**src/design/assert_macros.svh**
```systemverilog
// assertion macros shared by the block fifo rtl
// expects clk and rst_n in the scope where a macro is used
`ifndef ASSERT_MACROS_SVH
`define ASSERT_MACROS_SVH

// property must hold at every clock edge out of reset
`define ASSERT_ALWAYS(label, prop, msg) \
    label: assert property (@(posedge clk) disable iff (!rst_n) (prop)) \
        else $error(msg);

// condition must never be seen out of reset
`define ASSERT_NEVER(label, cond, msg) \
    label: assert property (@(posedge clk) disable iff (!rst_n) !(cond)) \
        else $error(msg);

`endif

```
**src/design/bfl_pkg.sv**
```systemverilog
// package of the block fifo: sizes, codes, types and ring pointer helpers
// no dependencies
`timescale 1ns / 1ps
`default_nettype none

package bfl_pkg;

    localparam int SLOT_COUNT  = 16;
    localparam int SLOT_BYTES  = 64;
    localparam int MAX_LEN     = SLOT_BYTES - 2;
    localparam int SLOT_W      = $clog2(SLOT_COUNT);
    localparam int FILL_W      = $clog2(SLOT_BYTES);
    localparam int BYTE_DEPTH  = SLOT_COUNT * (2 ** FILL_W);
    localparam int QUEUE_DEPTH = 2;
    localparam int FREE_W      = 4;
    localparam int LEN_OUT_W   = 6;

    typedef logic [SLOT_W-1:0]    slot_t;
    typedef logic [SLOT_W:0]      slot_ext_t;
    typedef logic [FILL_W-1:0]    idx_t;
    typedef logic [FREE_W-1:0]    free_t;
    typedef logic [LEN_OUT_W-1:0] len_out_t;

    typedef enum logic {
        ACT_PUSH = 1'b0,
        ACT_POP  = 1'b1
    } bfl_action_t;

    typedef enum logic [1:0] {
        ST_PUSH_OK   = 2'd0,
        ST_PUSH_REJ  = 2'd1,
        ST_POP_DATA  = 2'd2,
        ST_POP_EMPTY = 2'd3
    } bfl_status_t;

    typedef enum logic [1:0] {
        BK_IDLE,
        BK_LEN,
        BK_STREAM
    } bfl_back_state_t;

    // one entry of the queue between front and back
    typedef struct packed {
        logic        is_pop;
        bfl_status_t status;
        idx_t        len;
        free_t       free;
        slot_t       slot;
    } bfl_cmd_t;

    // front side write port of both stores
    typedef struct packed {
        logic       byte_en;
        logic       len_en;
        slot_t      slot;
        idx_t       idx;
        logic [7:0] data;
        idx_t       len;
    } bfl_wr_t;

    // back side read port of both stores
    typedef struct packed {
        logic  byte_en;
        logic  len_en;
        slot_t slot;
        idx_t  idx;
    } bfl_rd_t;

    function automatic slot_t next_slot(slot_t s);
        return (s == slot_t'(SLOT_COUNT - 1)) ? '0 : s + slot_t'(1);
    endfunction

    // (SLOT_COUNT-1+rd-wr) mod SLOT_COUNT, kept to FREE_W bits
    function automatic free_t free_slots_calc(slot_t rd, slot_t wr);
        slot_ext_t t;
        t = {1'b0, rd} + slot_ext_t'(SLOT_COUNT - 1) - {1'b0, wr};
        if (t >= slot_ext_t'(SLOT_COUNT))
        begin
            t = t - slot_ext_t'(SLOT_COUNT);
        end
        return free_t'(t);
    endfunction

endpackage

`default_nettype wire

```
**src/design/bfl_if.sv**
```systemverilog
// request and response channel interfaces of the block fifo
// valid/ready handshake, no dependencies
`timescale 1ns / 1ps
`default_nettype none

interface bfl_req_if;
    logic       valid;
    logic       ready;
    logic       action;
    logic [7:0] data_byte;
    logic       last_byte;

    modport source (output valid, action, data_byte, last_byte, input ready);
    modport sink   (input valid, action, data_byte, last_byte, output ready);
endinterface


`default_nettype wire

```
**src/design/bfl_front.sv**
```systemverilog
// front of the block fifo: takes request transactions, fills slots,
// keeps the ring pointers and queues results and pop commands; uses bfl_pkg
`timescale 1ns / 1ps
`default_nettype none
`include "assert_macros.svh"

module bfl_front (
    input  wire logic              clk,
    input  wire logic              rst_n,
    bfl_req_if.sink                req,
    output logic                   enq,
    output bfl_pkg::bfl_cmd_t      enq_cmd,
    input  wire logic              q_full,
    input  wire logic              pop_done,
    output bfl_pkg::bfl_wr_t       wr
);

    bfl_pkg::slot_t wslot_reg;
    bfl_pkg::slot_t wslot_next;
    bfl_pkg::slot_t rslot_reg;
    bfl_pkg::slot_t rslot_next;
    bfl_pkg::idx_t  fill_reg;
    bfl_pkg::idx_t  fill_next;
    logic           too_long_reg;
    logic           too_long_next;
    logic           pop_busy_reg;
    logic           pop_busy_next;
    logic           accept;
    logic           reject;

    // the ring is frozen while a pop is being read out
    assign req.ready = !pop_busy_reg && !q_full;
    assign accept    = req.valid && req.ready;

    always_comb
    begin
        wslot_next    = wslot_reg;
        rslot_next    = rslot_reg;
        fill_next     = fill_reg;
        too_long_next = too_long_reg;
        pop_busy_next = pop_busy_reg;
        enq           = 1'b0;
        enq_cmd       = '0;
        wr.byte_en    = 1'b0;
        wr.len_en     = 1'b0;
        wr.slot       = wslot_reg;
        wr.idx        = fill_reg;
        wr.data       = req.data_byte;
        wr.len        = fill_reg + bfl_pkg::idx_t'(1);
        reject        = too_long_reg || (fill_reg >= bfl_pkg::idx_t'(bfl_pkg::MAX_LEN))
                        || (bfl_pkg::next_slot(wslot_reg) == rslot_reg);

        if (pop_done)
        begin
            pop_busy_next = 1'b0;
        end

        if (accept)
        begin
            if (req.action == bfl_pkg::ACT_PUSH)
            begin
                if (!req.last_byte)
                begin
                    if (fill_reg < bfl_pkg::idx_t'(bfl_pkg::MAX_LEN))
                    begin
                        wr.byte_en = 1'b1;
                        fill_next  = fill_reg + bfl_pkg::idx_t'(1);
                    end
                    else
                    begin
                        too_long_next = 1'b1;
                    end
                end
                else
                begin
                    fill_next     = '0;
                    too_long_next = 1'b0;
                    enq           = 1'b1;
                    if (reject)
                    begin
                        enq_cmd.status = bfl_pkg::ST_PUSH_REJ;
                        enq_cmd.free   = bfl_pkg::free_slots_calc(rslot_reg, wslot_reg);
                    end
                    else
                    begin
                        wr.byte_en     = 1'b1;
                        wr.len_en      = 1'b1;
                        wslot_next     = bfl_pkg::next_slot(wslot_reg);
                        enq_cmd.status = bfl_pkg::ST_PUSH_OK;
                        enq_cmd.len    = fill_reg + bfl_pkg::idx_t'(1);
                        enq_cmd.free   = bfl_pkg::free_slots_calc(rslot_reg, wslot_next);
                    end
                end
            end
            else
            begin
                enq = 1'b1;
                if (rslot_reg == wslot_reg)
                begin
                    enq_cmd.status = bfl_pkg::ST_POP_EMPTY;
                    enq_cmd.free   = bfl_pkg::free_slots_calc(rslot_reg, wslot_reg);
                end
                else
                begin
                    rslot_next     = bfl_pkg::next_slot(rslot_reg);
                    pop_busy_next  = 1'b1;
                    enq_cmd.is_pop = 1'b1;
                    enq_cmd.status = bfl_pkg::ST_POP_DATA;
                    enq_cmd.slot   = rslot_reg;
                    enq_cmd.free   = bfl_pkg::free_slots_calc(rslot_next, wslot_reg);
                end
            end
        end
    end

    always_ff @(posedge clk or negedge rst_n)
    begin
        if (!rst_n)
        begin
            wslot_reg    <= '0;
            rslot_reg    <= '0;
            fill_reg     <= '0;
            too_long_reg <= 1'b0;
            pop_busy_reg <= 1'b0;
        end
        else
        begin
            wslot_reg    <= wslot_next;
            rslot_reg    <= rslot_next;
            fill_reg     <= fill_next;
            too_long_reg <= too_long_next;
            pop_busy_reg <= pop_busy_next;
        end
    end

    `ASSERT_NEVER(a_no_accept_while_popping, pop_busy_reg && accept, "transaction taken during pop")
    `ASSERT_ALWAYS(a_fill_bounded, fill_reg <= bfl_pkg::idx_t'(bfl_pkg::MAX_LEN), "fill overrun")
    `ASSERT_NEVER(a_enq_when_full, enq && q_full, "command queue overflow")

endmodule

`default_nettype wire

```
**src/flat_wrapper.sv**
```systemverilog
// flat-port wrapper written by rule: the top's interface ports become plain ports
module bfl_front_flat 
  (clk, rst_n, enq, enq_cmd, q_full, pop_done, wr, req_valid, req_action, req_data_byte, req_last_byte, req_ready);
  bfl_req_if req_i ();
  input  wire logic clk;
  input  wire logic rst_n;
  output logic enq;
  output bfl_pkg::bfl_cmd_t enq_cmd;
  input  wire logic q_full;
  input  wire logic pop_done;
  output bfl_pkg::bfl_wr_t wr;
  input wire logic [$bits(req_i.valid)-1:0] req_valid;
  input wire logic [$bits(req_i.action)-1:0] req_action;
  input wire logic [$bits(req_i.data_byte)-1:0] req_data_byte;
  input wire logic [$bits(req_i.last_byte)-1:0] req_last_byte;
  output wire logic [$bits(req_i.ready)-1:0] req_ready;
  assign req_i.valid = req_valid;
  assign req_i.action = req_action;
  assign req_i.data_byte = req_data_byte;
  assign req_i.last_byte = req_last_byte;
  assign req_ready = req_i.ready;
  bfl_front u_core (.clk(clk), .rst_n(rst_n), .req(req_i), .enq(enq), .enq_cmd(enq_cmd), .q_full(q_full), .pop_done(pop_done), .wr(wr));
endmodule
```
**config.mk**
```make
export PLATFORM = sky130hd
export DESIGN_NAME = bfl_front_flat
export DESIGN_NICKNAME = d
export VERILOG_FILES = /design/src/design/bfl_pkg.sv /design/src/design/bfl_if.sv /design/src/design/bfl_front.sv /design/src/flat_wrapper.sv
export VERILOG_INCLUDE_DIRS = /design/src /design/src/design
export SDC_FILE = /design/constraint.sdc
export NUM_CORES = 1
export LEC_CHECK = 0
export ABC_AREA = 1
export CORE_AREA = 10 10 74 76
export DETAILED_ROUTE_END_ITERATION = 8
export DIE_AREA = 0 0 84 86
export DONT_BUFFER_PORTS = 1
export PLACE_DENSITY = 0.64
export SLEW_MARGIN = 20
export SYNTH_ARGS = -nofsm -noshare
export SYNTH_HDL_FRONTEND = slang
export SYNTH_SLANG_ARGS = --single-unit
```
**constraint.sdc**
```tcl
create_clock -name clk -period 2.81 [get_ports clk]
set_input_delay 0 -clock clk [delete_from_list [all_inputs] [get_ports clk]]
set_output_delay 0 -clock clk [all_outputs]
set_load 0.01 [all_outputs]
```
After elaboration in Yosys (flattened, before gate mapping)
Index checks and enable logic that the tools add are counted.

Output and inout port bits: 45. Register bits after elaboration: 16. Word-level logic and storage cells: 76. Input port bits: 15.

Reduce and logical (&&, ||, !) cells: 11. Bitwise gates (word level): 3. $add $sub $neg: 11. Equality and inequality tests: 5. Muxes and demuxes: 36. Order comparisons: 5.

Operators by type and width (count): $mux W4 (10); $mux W6 (4); $mux W17 (1); $mux W1 (16); $ge A5 B5 Y1 const B (3); $sub A5 B4 Y5 (3); $mux W12 (1); $sub A4 B1 Y4 const B (3); $add A4 B4 Y5 const B (2); $reduce_and A3 Y1 (3); $add A4 B1 Y4 const B (2); $eq A4 B4 Y1 (2); $eq A4 B4 Y1 const B (2); $mux W2 (4); $add A6 B1 Y6 const B (1); $ge A6 B6 Y1 const B (1); $lt A6 B6 Y1 const B (1); $reduce_and A4 Y1 (1); $not A1 Y1 (3); $logic_and A1 B1 Y1 (2); $logic_not A1 Y1 (2); $logic_or A1 B1 Y1 (2); $ne A2 B2 Y1 const B (1); $reduce_bool A2 Y1 (1).

Logic depth before layout (Yosys ltp)
Gate-level depths: netlist of the first run.

Depth after elaboration: 9. Gate-level depth with buffers: 14.

Worst setup path after synthesis of the first run
OpenSTA, ideal clock, no wires.

Kind: register -> output. Start: register u_core.rslot_reg[0]. End: output enq_cmd[7] in the netlist's numbering. Buffers on the path: 0. Stages on the path, launching flop included: 14. Arrival: 2026 ps. Setup slack: 784 ps. Data required time: 2810 ps. Cells stage by stage: dfrtp_1 > inv_1 > ha_1 > inv_1 > ha_1 > inv_1 > nand3_1 > nand2_1 > nand2_1 > nand2_1 > nand2_1 > a21oi_1 > o21bai_1 > nor2_1.

RTL lines: start, declared (line bfl_front.sv:20) `bfl_pkg::slot_t rslot_reg;`; start signal, assigned (line bfl_front.sv:129) `rslot_reg <= rslot_next;`; end, declared (line flat_wrapper.sv:8) `output bfl_pkg::bfl_cmd_t enq_cmd;`.

==> results of run 1 <==
[through the flow]
stage / util / area [um2] / instances / setup WS, ns / hold slack, ns
floorplan: - / 1730 / 249 / 0.784 / -0.296
global placement: 0.439 / 1740 / 291 / 0.575 / -0.295
detailed placement: 0.439 / 1740 / 291 / 0.535 / -0.295
CTS: 0.463 / 1840 / 299 / 0.236 / 0.0000686
global route: 0.464 / 1840 / 299 / 0.0242 / 0.0000161
finish: 0.464 / 1840 / 299 / 0.323 / 0.00000444
[layer usage]
layer | wire length [um] | vias up
met2 | 2070 | 46
met4 | 46 | 0
met3 | 349 | 6
met5 | 0 | -
li1 | - | 793
met1 | 2070 | 679
[repair_timing]
action / in CTS / in global routing
resized for setup: 0 / 2
endpoints found under the hold margin: 18 / 0
endpoints found under the setup margin: 0 / 1
setup buffers: 0 / 0
hold buffers: 4 / 0
[cell type report]
class | count | area [um2]
Clock buffer | 4 | 55.1
Fill cell | 416 | 2130
Multi-Input combinational cell | 182 | 1110
Inverter | 41 | 156
Tap cell | 50 | 62.6
Timing Repair Buffer | 6 | 55.1
Sequential cell | 16 | 400
[cells by family (layout without fill, tap and decap cells)]
logic type	Yosys count	after routing	share of synthesized area
AO/OA/AOI/OAI	36	36	0.119
AND/OR/NAND/NOR	120	120	0.339
flip-flops	16	16	0.231
adder cells (fa/ha/maj)	17	17	0.136
XOR/XNOR	9	9	0.0455
buffers and inverters	51	51	0.130
[worst min-delay path by stage]
stage | slack, ns | endpoint | cells past startpoint
final | 0.000004 | wr[6] | 0
after global placement | -0.29 | u_core.fill_reg[4] | 0
after global routing | 0.00002 | wr[12] | 0
after CTS | 0.00007 | wr[13] | 0
after floorplan | -0.30 | u_core.fill_reg[0] | 0
after detailed placement | -0.30 | u_core.fill_reg[4] | 0
[layout by cell type, fill, tap and decap left out, types with 2 or more instances in the layout]
cell type      count
nand4_1            4
buf_4              2
nand2_1           56
o21bai_1           2
xor2_1             6
a21oi_1           11
o21ai_2            2
nor2_2             3
nand3_4            2
o22ai_1            3
nor2_4             2
inv_1             36
clkbuf_8           4
xnor2_1            3
inv_2              4
dlygate4sd3_1      4
ha_1              13
nand2_2            7
dfrtp_1           16
a21oi_2            2
a31oi_1            2
o21ai_0           13
nand3_1           25
nor2_1            16
fa_1               3
[critical path, cell delays in order, from the launching register on]
cell      delay [ns]
dfrtp_1         0.44
inv_1           0.13
ha_2            0.42
inv_1           0.10
ha_1            0.28
inv_1           0.07
nand3_1         0.09
nand2_1         0.08
nand2_1         0.06
nand2_1         0.07
nand2_1         0.05
a21oi_1         0.16
o21bai_1        0.10
nor2_2          0.20
[report_power, final]
part	internal (mW)	switching, mW	total, mW
Sequential	0.303	0.138	0.441
Clock	0.125	0.0886	0.213
Combinational	0.665	1.11	1.78
Total	1.09	1.34	2.43
==> impl_results.md, run 1 <==
* WP data arrival at between 2 and 2.5 ns
* Root buffer cell: clkbuf_8
* Synthesized area at 1730 um2
* Setup TNS at 0 ns
* Leakage dissipation at ~0.95 nW
* # DRC at 0
* R2r startpoint: u_core.wslot_reg[0]
* Die span in y at 86 um
* Initial Util at 0.436
* Final WL at 4540 um
* DR WL/cell at 15.2 um
* Gpl congestion at roughly 0.92
* Core Region at 3970 um2
* Worst Reg2Reg Path Length in Cells at 10
* Worst setup path endpoint: enq_cmd[7]
* Global-route wire length before repair at 7800 um
* Peak supply drop at 0.562 mV
* Die area at between 7000 and 8000 um2
* Layer carrying the most global-route usage: met2
* Cell taking the most area after synthesis: dfrtp_1
* Antenna Cells at 0
* Synth Instances at 249
* Critical path startpoint: u_core.rslot_reg[0]
* Largest register FFs at 6
* Global route overflow at 0
* Initial antenna violation count at 0
* Max-cap viol count at 0
* Met1 GRT Util at 0.154
* Met3 Track Usage GR at 0.0464
* Fmax at 0.402 GHz
* Layout area overhead at 6.28%
* Clock latency on the worst-skew pair at 0.25 ns
* CTS tree: yes
* Inserted Clock Buffers at 3
* Tot GR Track Use at 0.128
* Number of global-route vias before repair at between 1,500 and 2,000
* Final ANT Viol Nets at 0
* Clock slew at reported path FFs at about 0.07 ns
* Clock skew at 0.00237 ns
* Maximum fanout along the worst path at 6
* Seq/Total Area, Yosys at 0.231
* Io pins at 60
* CP endpoint kind: output port
* Req. time, crit path at 2.81 ns
* Netlist cell types at 32
* Ys async rst share at 1.00
* Iteration-0 DRC Markers at 75
* H-tree depth at 1
* Layout cells sized above 1 at 0.129
* Slew HR at 0.500
* Total power at between 2 and 2.5 mW
* Synth Register Bits at 16
* Pins over their slew limit at 0
* Most frequent cell after synthesis: nand2_1
* RSZ-0062 raised after global routing: no
* Vias at 1,524
* Ys Warns at 0
* Setup violations, final at 0
* Final Hold Fails at 0
* Via/cell ratio at 5.10
* M2 GR Usage at 0.210
* Dpl hpwl at 3740 um
* Die X at 84 um
* Worst min-delay path category: input port to output port
* Startpoint types: flip-flop
* Yosys top cell area share at 0.231
* Status: completed
* Critical hold path startpoint: req_data_byte[0]
* Fin nets at around 280
* Top cells by area, synth: dfrtp_1, nand2_1, ha_1
* Post-synth EDFFs at 0
* First-pass detailed-route iteration total at 4
* Classification of the worst setup path: flip-flop to output port
* FF-to-FF End: u_core.rslot_reg[0]
* Maximum buffer depth of the clock tree at 2
* Dominant synthesized flop cell: dfrtp_1
* Top cells by count, synth: nand2_1, inv_1, nand3_1
* Rows at 23
* Worst R2R Setup Slack at 0.67 ns
* Mapped Nets at 281
* Port Buffer Count at 0
* Crit share post-route at 0.885
* P per Cell Area at between 1000 and 1500 nW/um2
* Avg Cell Area, Syn at 6.96 um2
* Worst Tran Pin Value at approximately 0.75 ns
* CTS Sinks at 16
* Final min period at 2.49 ns
* Largest net degree at the start of global routing at 17
Note: power is estimated with default switching activity, not from simulation.
==> inputs of run 2 (changes only) <==
--- a/config.mk
+++ b/config.mk
@@ -8,6 +8,7 @@
 export LEC_CHECK = 0
 export ABC_AREA = 1
 export CORE_AREA = 10 10 74 76
+export CTS_BUF_LIST = sky130_fd_sc_hd__clkbuf_4
 export DETAILED_ROUTE_END_ITERATION = 8
 export DIE_AREA = 0 0 84 86
 export DONT_BUFFER_PORTS = 1
==> run 2 against run 1 <==
- count of clock-buffer cells in the layout fell by 1
- wire length fell by 1.6%
- core utilization fell by 0.66 points
- fmax rose by 0.54%
- largest power group unchanged
- non-clock buffer count did not move
- sequential cell count did not move
==> impl_results.md, run 2 (same netlist as run 1, synthesis figures left out) <==
* Die X at 84 um (unchanged)
* Maximum buffer depth of the clock tree at 2 (unchanged)
* Port Buffer Count at 0 (unchanged)
* CP endpoint kind: output port (unchanged)
* Clock latency on the worst-skew pair at 0.29 ns (was 0.25 ns)
* Commonest cells after routing, fill and taps aside: nand2_1, inv_1, nand3_1 (unchanged)
* CTS tree: yes (unchanged)
* Met2 wire length at 2000 um (was 2070 um)
* Leakage dissipation at 0.938 nW (was 0.953 nW)
* Vias at 1,528 (was 1,524)
* CP cell instances: inv_1 > ha_2 > inv_1 > ha_1 > inv_1 > nand3_1 > nand2_1 > nand2_1 > nand2_1 > nand2_1 > a21oi_1 > o21bai_1 > nor2_2 (unchanged)
* Delay of the slowest cell on the worst path at 0.42 ns (was 0.44 ns)
* Rows at 23 (unchanged)
* Largest delay contributor family on the critical path: adder cells (unchanged)
* Die span in y at 86 um (unchanged)
* Tot GR Track Use at 0.127 (was 0.128)
* Iteration-0 DRC Markers at 84 (was 75)
* Req. time, crit path at 2.81 ns (about the same)
* Setup TNS at 0 ns (unchanged)
* First-pass detailed-route iteration total at 5 (was 4)
* Max-cap viol count at 0 (unchanged)
* H-tree depth at 1 (unchanged)
* Final Hold Fails at 0 (unchanged)
* Peak supply drop at 0.552 mV (was 0.562 mV)
* Slew HR at 0.518 (was 0.500)
* Layout area overhead at 4.77% (was 6.28%)
* Final min period at 2.47 ns (was 2.49 ns)
* WL met1 at 2030 um (was 2070 um)
* Largest register FFs at 6 (unchanged)
* Classification of the worst setup path: flip-flop to output port (unchanged)
* Inserted Clock Buffers at 3 (unchanged)
* Die area at 7220 um2 (unchanged)
* Worst Tran Pin Value at 0.720 ns (was 0.748 ns)
* Maximum fanout along the worst path at 6 (unchanged)
* Cell mode on critical path: nand2_1 (unchanged)
* CTS Sinks at 16 (unchanged)
* Status: completed (unchanged)
* DR WL/cell at 14.9 um (was 15.2 um)
* Crit share post-route at 0.880 (was 0.885)
* Startpoint types: flip-flop (unchanged)
* # DRC at 0 (unchanged)
* Number of global-route vias before repair at 1,585 (was 1,577)
* WHS at 0.00000444 ns (unchanged)
* Max Used Layer: met4 (unchanged)
* Worst min-delay path category: input port to output port (unchanged)
* WP data arrival at 2.47 ns (was 2.49 ns)
* Final ANT Viol Nets at 0 (unchanged)
* Critical path buffers and inverters at 3 (unchanged)
* Dpl hpwl at 3740 um (unchanged)
* Gpl congestion at 0.916 (unchanged)
* Clock skew at 0.00481 ns (was 0.00237 ns)
* Fmax at 0.404 GHz (was 0.402 GHz)
* Most common cell after layout, fill and taps aside: nand2_1 (unchanged)
* Antenna Cells at 0 (unchanged)
* Initial Util at 0.436 (unchanged)
* Final WL at 4470 um (was 4540 um)
* Io pins at 60 (unchanged)
* Setup violations, final at 0 (unchanged)
* Slowest CP cell: dfrtp_2 (was dfrtp_1)
* RSZ-0062 raised after global routing: no (unchanged)
* Layout cells sized above 1 at 0.133 (was 0.129)
* P per Cell Area at 1290 nW/um2 (was 1320 nW/um2)
* Global route overflow at 0 (unchanged)
* Pins over their slew limit at 0 (unchanged)
* Via/cell ratio at 5.11 (was 5.10)
* Global-route wire length before repair at 7730 um (was 7800 um)
* Metal3 WL at 357 um (was 349 um)
* Initial antenna violation count at 0 (unchanged)
* Largest net degree at the start of global routing at 17 (unchanged)
* Fin nets at 282 (unchanged)
* Root buffer cell: clkbuf_4 (was clkbuf_8)
* Clock slew at reported path FFs at 0.09 ns (was 0.07 ns)
* Core Region at 3970 um2 (unchanged)
run 2: final timing paths:
check | start | end | slack, ns | cells after the start
worst max-delay path | u_core.rslot_reg[0] | enq_cmd[7] | 0.34 | 13
worst min-delay path | req_data_byte[0] | wr[6] | 0.000004 | 0
worst max register to register | u_core.wslot_reg[0] | u_core.rslot_reg[0] | 0.68 | 10
worst min register to register | u_core.pop_busy_reg | u_core.pop_busy_reg | 0.59 | 2
max in group asynchronous | rst_n | u_core.rslot_reg[0] | 2.11 | 1
min in group asynchronous | rst_n | u_core.fill_reg[4] | 0.19 | 1
run 2: layout make-up:
type	count	area [um2]
multi-input cells	182	1110
repair buffers	6	55.1
flip-flops and latches	16	403
clock buffers	3	22.5
fillers	421	2160
well taps	50	62.6
inverters	41	156
clock inverters	1	3.75
run 2: metal layers:
| metal | global-route usage | vias to the layer above |
|---|---|---|
| met2 | 0.206 | 55 |
| met3 | 0.0464 | 10 |
| met5 | 0 | - |
| met1 | 0.152 | 671 |
| li1 | - | 792 |
| met4 | 0.0411 | 0 |
run 2: report_power, final:
group	internal (mW)	total [mW]	switching [mW]
Clock	0.0517	0.130	0.0779
Combinational	0.665	1.78	1.11
Sequential	0.305	0.443	0.138
Total	1.02	2.35	1.33
run 2: per-stage QoR:
step / instance area (um2) / util / worst slack [ns] / power (mW) / std cells
after floorplan: 1730 / - / 0.784 / 1.82 / 249
after global placement: 1740 / 0.439 / 0.575 / 2.20 / 291
after detailed placement: 1740 / 0.439 / 0.535 / 2.21 / 291
after CTS: 1810 / 0.455 / 0.176 / 2.35 / 299
after global routing: 1820 / 0.457 / 0.0354 / 2.67 / 299
final: 1820 / 0.457 / 0.336 / 2.35 / 299
run 2: timing repair:
item                                    in CTS  in global routing
resized for setup                            0                  4
endpoints found under the setup margin       0                  1
buffers inserted                             0                  0
endpoints found under the hold margin       21                  0
hold buffers                                 4                  0
==> inputs of run 3 (changes only) <==
--- a/config.mk
+++ b/config.mk
@@ -7,12 +7,15 @@
 export NUM_CORES = 1
 export LEC_CHECK = 0
 export ABC_AREA = 1
+export CELL_PAD_IN_SITES_DETAIL_PLACEMENT = 0
+export CELL_PAD_IN_SITES_GLOBAL_PLACEMENT = 1
 export CORE_AREA = 10 10 74 76
 export CTS_BUF_LIST = sky130_fd_sc_hd__clkbuf_4
 export DETAILED_ROUTE_END_ITERATION = 8
 export DIE_AREA = 0 0 84 86
 export DONT_BUFFER_PORTS = 1
-export PLACE_DENSITY = 0.64
+export HOLD_SLACK_MARGIN = 0.06
+export PLACE_DENSITY = 0.85
 export SLEW_MARGIN = 20
 export SYNTH_ARGS = -nofsm -noshare
 export SYNTH_HDL_FRONTEND = slang
==> run 3 against run 2 <==
- wire length is 2.7% higher
- final cell count is 2.3% higher
- fmax is 3.0% lower
- clock power hardly changed
- clock skew is 0.0027 ns higher
- highest routed layer unchanged
- die area stayed put
- first-iteration DRC count is 26% higher
- cell area is 3.9% higher
- worst hold slack better by 0.10 ns
- non-clock buffer count is 7 higher
- setup slack worse by 0.076 ns
==> impl_results.md, run 3 (same netlist as run 1, synthesis figures left out) <==
* Total power at 2.31 mW (was 2.35 mW)
* Leakage dissipation at 0.968 nW (was 0.938 nW)
* CTS tree: yes (unchanged)
* Global route overflow at 0 (unchanged)
* Global-route wire length before repair at 7860 um (was 7730 um)
* Antenna Cells at 0 (unchanged)
* Worst Reg2Reg Path Length in Cells at 10 (unchanged)
* Setup violations, final at 0 (unchanged)
* First-pass detailed-route iteration total at 4 (was 5)
* Maximum buffer depth of the clock tree at 2 (unchanged)
* Via/cell ratio at 5.20 (was 5.11)
* Root buffer cell: clkbuf_4 (unchanged)
* Startpoint types: flip-flop (unchanged)
* Commonest cells after routing, fill and taps aside: nand2_1, inv_1, nand3_1 (unchanged)
* Rows at 23 (unchanged)
* Final min period at 2.55 ns (was 2.47 ns)
* RSZ-0062 raised after global routing: no (unchanged)
* Iteration-0 DRC Markers at 106 (was 84)
* Final ANT Viol Nets at 0 (unchanged)
* Clock skew at 0.00749 ns (was 0.00481 ns)
* Worst Tran Pin Value at 0.746 ns (was 0.720 ns)
* Layout area overhead at 8.81% (was 4.77%)
* Pins over their slew limit at 0 (unchanged)
* Classification of the worst setup path: flip-flop to output port (unchanged)
* Clock slew at reported path FFs at 0.09 ns (about the same)
* Status: completed (unchanged)
* Final Hold Fails at 0 (unchanged)
* Io pins at 60 (unchanged)
* Setup TNS at 0 ns (unchanged)
* Setup Buffers After CTS at 0 (unchanged)
* CP endpoint kind: output port (unchanged)
* Largest net degree at the start of global routing at 17 (unchanged)
* WP data arrival at 2.55 ns (was 2.47 ns)
* Crit share post-route at 0.908 (was 0.880)
* Vias at 1,590 (was 1,528)
* Clock latency on the worst-skew pair at 0.30 ns (was 0.29 ns)
* P per Cell Area at 1230 nW/um2 (was 1290 nW/um2)
* Port Buffer Count at 0 (unchanged)
* H-tree depth at 1 (unchanged)
* Peak supply drop at 0.592 mV (was 0.552 mV)
* Fin nets at 289 (was 282)
* Initial antenna violation count at 0 (unchanged)
* # DRC at 0 (unchanged)
* Core Region at 3970 um2 (unchanged)
* Most common cell after layout, fill and taps aside: nand2_1 (unchanged)
* Dpl hpwl at 3660 um (was 3740 um)
* Initial Util at 0.436 (unchanged)
* CTS Sinks at 16 (unchanged)
* Largest register FFs at 6 (unchanged)
* Slew HR at 0.501 (was 0.518)
* Max-cap viol count at 0 (unchanged)
* Hold path cells at 1 (was 0)
* Final WL at 4590 um (was 4470 um)
* Tot GR Track Use at 0.128 (was 0.127)
* Die span in y at 86 um (unchanged)
* Fmax at 0.392 GHz (was 0.404 GHz)
* Die X at 84 um (unchanged)
* Die area at 7220 um2 (unchanged)
* Number of global-route vias before repair at 1,611 (was 1,585)
* Layout cells sized above 1 at 0.109 (was 0.133)
* Gpl congestion at 0.861 (was 0.916)
* Worst min-delay path category: input port to output port (unchanged)
* Req. time, crit path at 2.81 ns (about the same)
* DR WL/cell at 15.0 um (was 14.9 um)
* Maximum fanout along the worst path at 7 (was 6)
* Inserted Clock Buffers at 3 (unchanged)
==> run 3: final cells by class <==
class / count / area, um2
clock buffer: 3 / 22.5
clock inverter: 1 / 3.75
multi-input combinational: 182 / 1110
inverter: 41 / 156
tap: 50 / 62.6
sequential: 16 / 400
fill: 409 / 2090
timing repair buffer: 13 / 130
==> run 3: layer usage <==
layer,up-vias,global-route usage,routed length [um]
li1,813,-,-
met1,719,0.154,2090
met2,49,0.213,2130
met3,9,0.0426,275
met4,0,0.0335,86
met5,-,0,0
==> run 3: final timing paths <==
kind	startpoint	endpoint	slack (ns)
max in group asynchronous	rst_n	u_core.rslot_reg[2]	2.14
hold reg to reg	u_core.pop_busy_reg	u_core.pop_busy_reg	0.60
min in group asynchronous	rst_n	u_core.fill_reg[3]	0.20
setup / recovery	u_core.rslot_reg[1]	enq_cmd[7]	0.26
setup reg to reg	u_core.wslot_reg[0]	u_core.rslot_reg[0]	0.69
hold / removal	req_last_byte	wr[25]	0.10
==> run 3: report_power, final <==
group          switching [mW]  internal, mW  total [mW]
Combinational            1.05         0.651        1.70
Clock                  0.0790        0.0518       0.131
Sequential              0.177         0.302       0.479
==> run 3: what timing repair did <==
action                     in CTS  in global routing
gates resized for setup         0                  1
setup endpoints to repair       0                  1
hold endpoints to repair       37                  0
hold buffers                   13                  0
==> run 3: critical path: stages, from the launching register on <==
cell and delay, ns:
dfrtp_1 0.48, inv_2 0.10, ha_2 0.42, inv_1 0.10, ha_1 0.28, inv_1 0.05, o21bai_1 0.13, nand2_1 0.09
nand2_1 0.06, nand3_1 0.06, nand2_1 0.11, nand3_1 0.08, nand2_1 0.06, nor2_1 0.04, nor2_1 0.20
==> run 3: through the flow <==
stage / util / worst slack, ns / cells / cell area (um2) / hold WS [ns]
after floorplan: - / 0.784 / 249 / 1730 / -0.296
after global placement: 0.435 / 0.548 / 289 / 1730 / -0.295
after detailed placement: 0.435 / 0.517 / 289 / 1730 / -0.295
after CTS: 0.474 / 0.182 / 306 / 1880 / 0.107
after global routing: 0.475 / 0.0195 / 306 / 1890 / 0.113
final: 0.475 / 0.260 / 306 / 1890 / 0.103
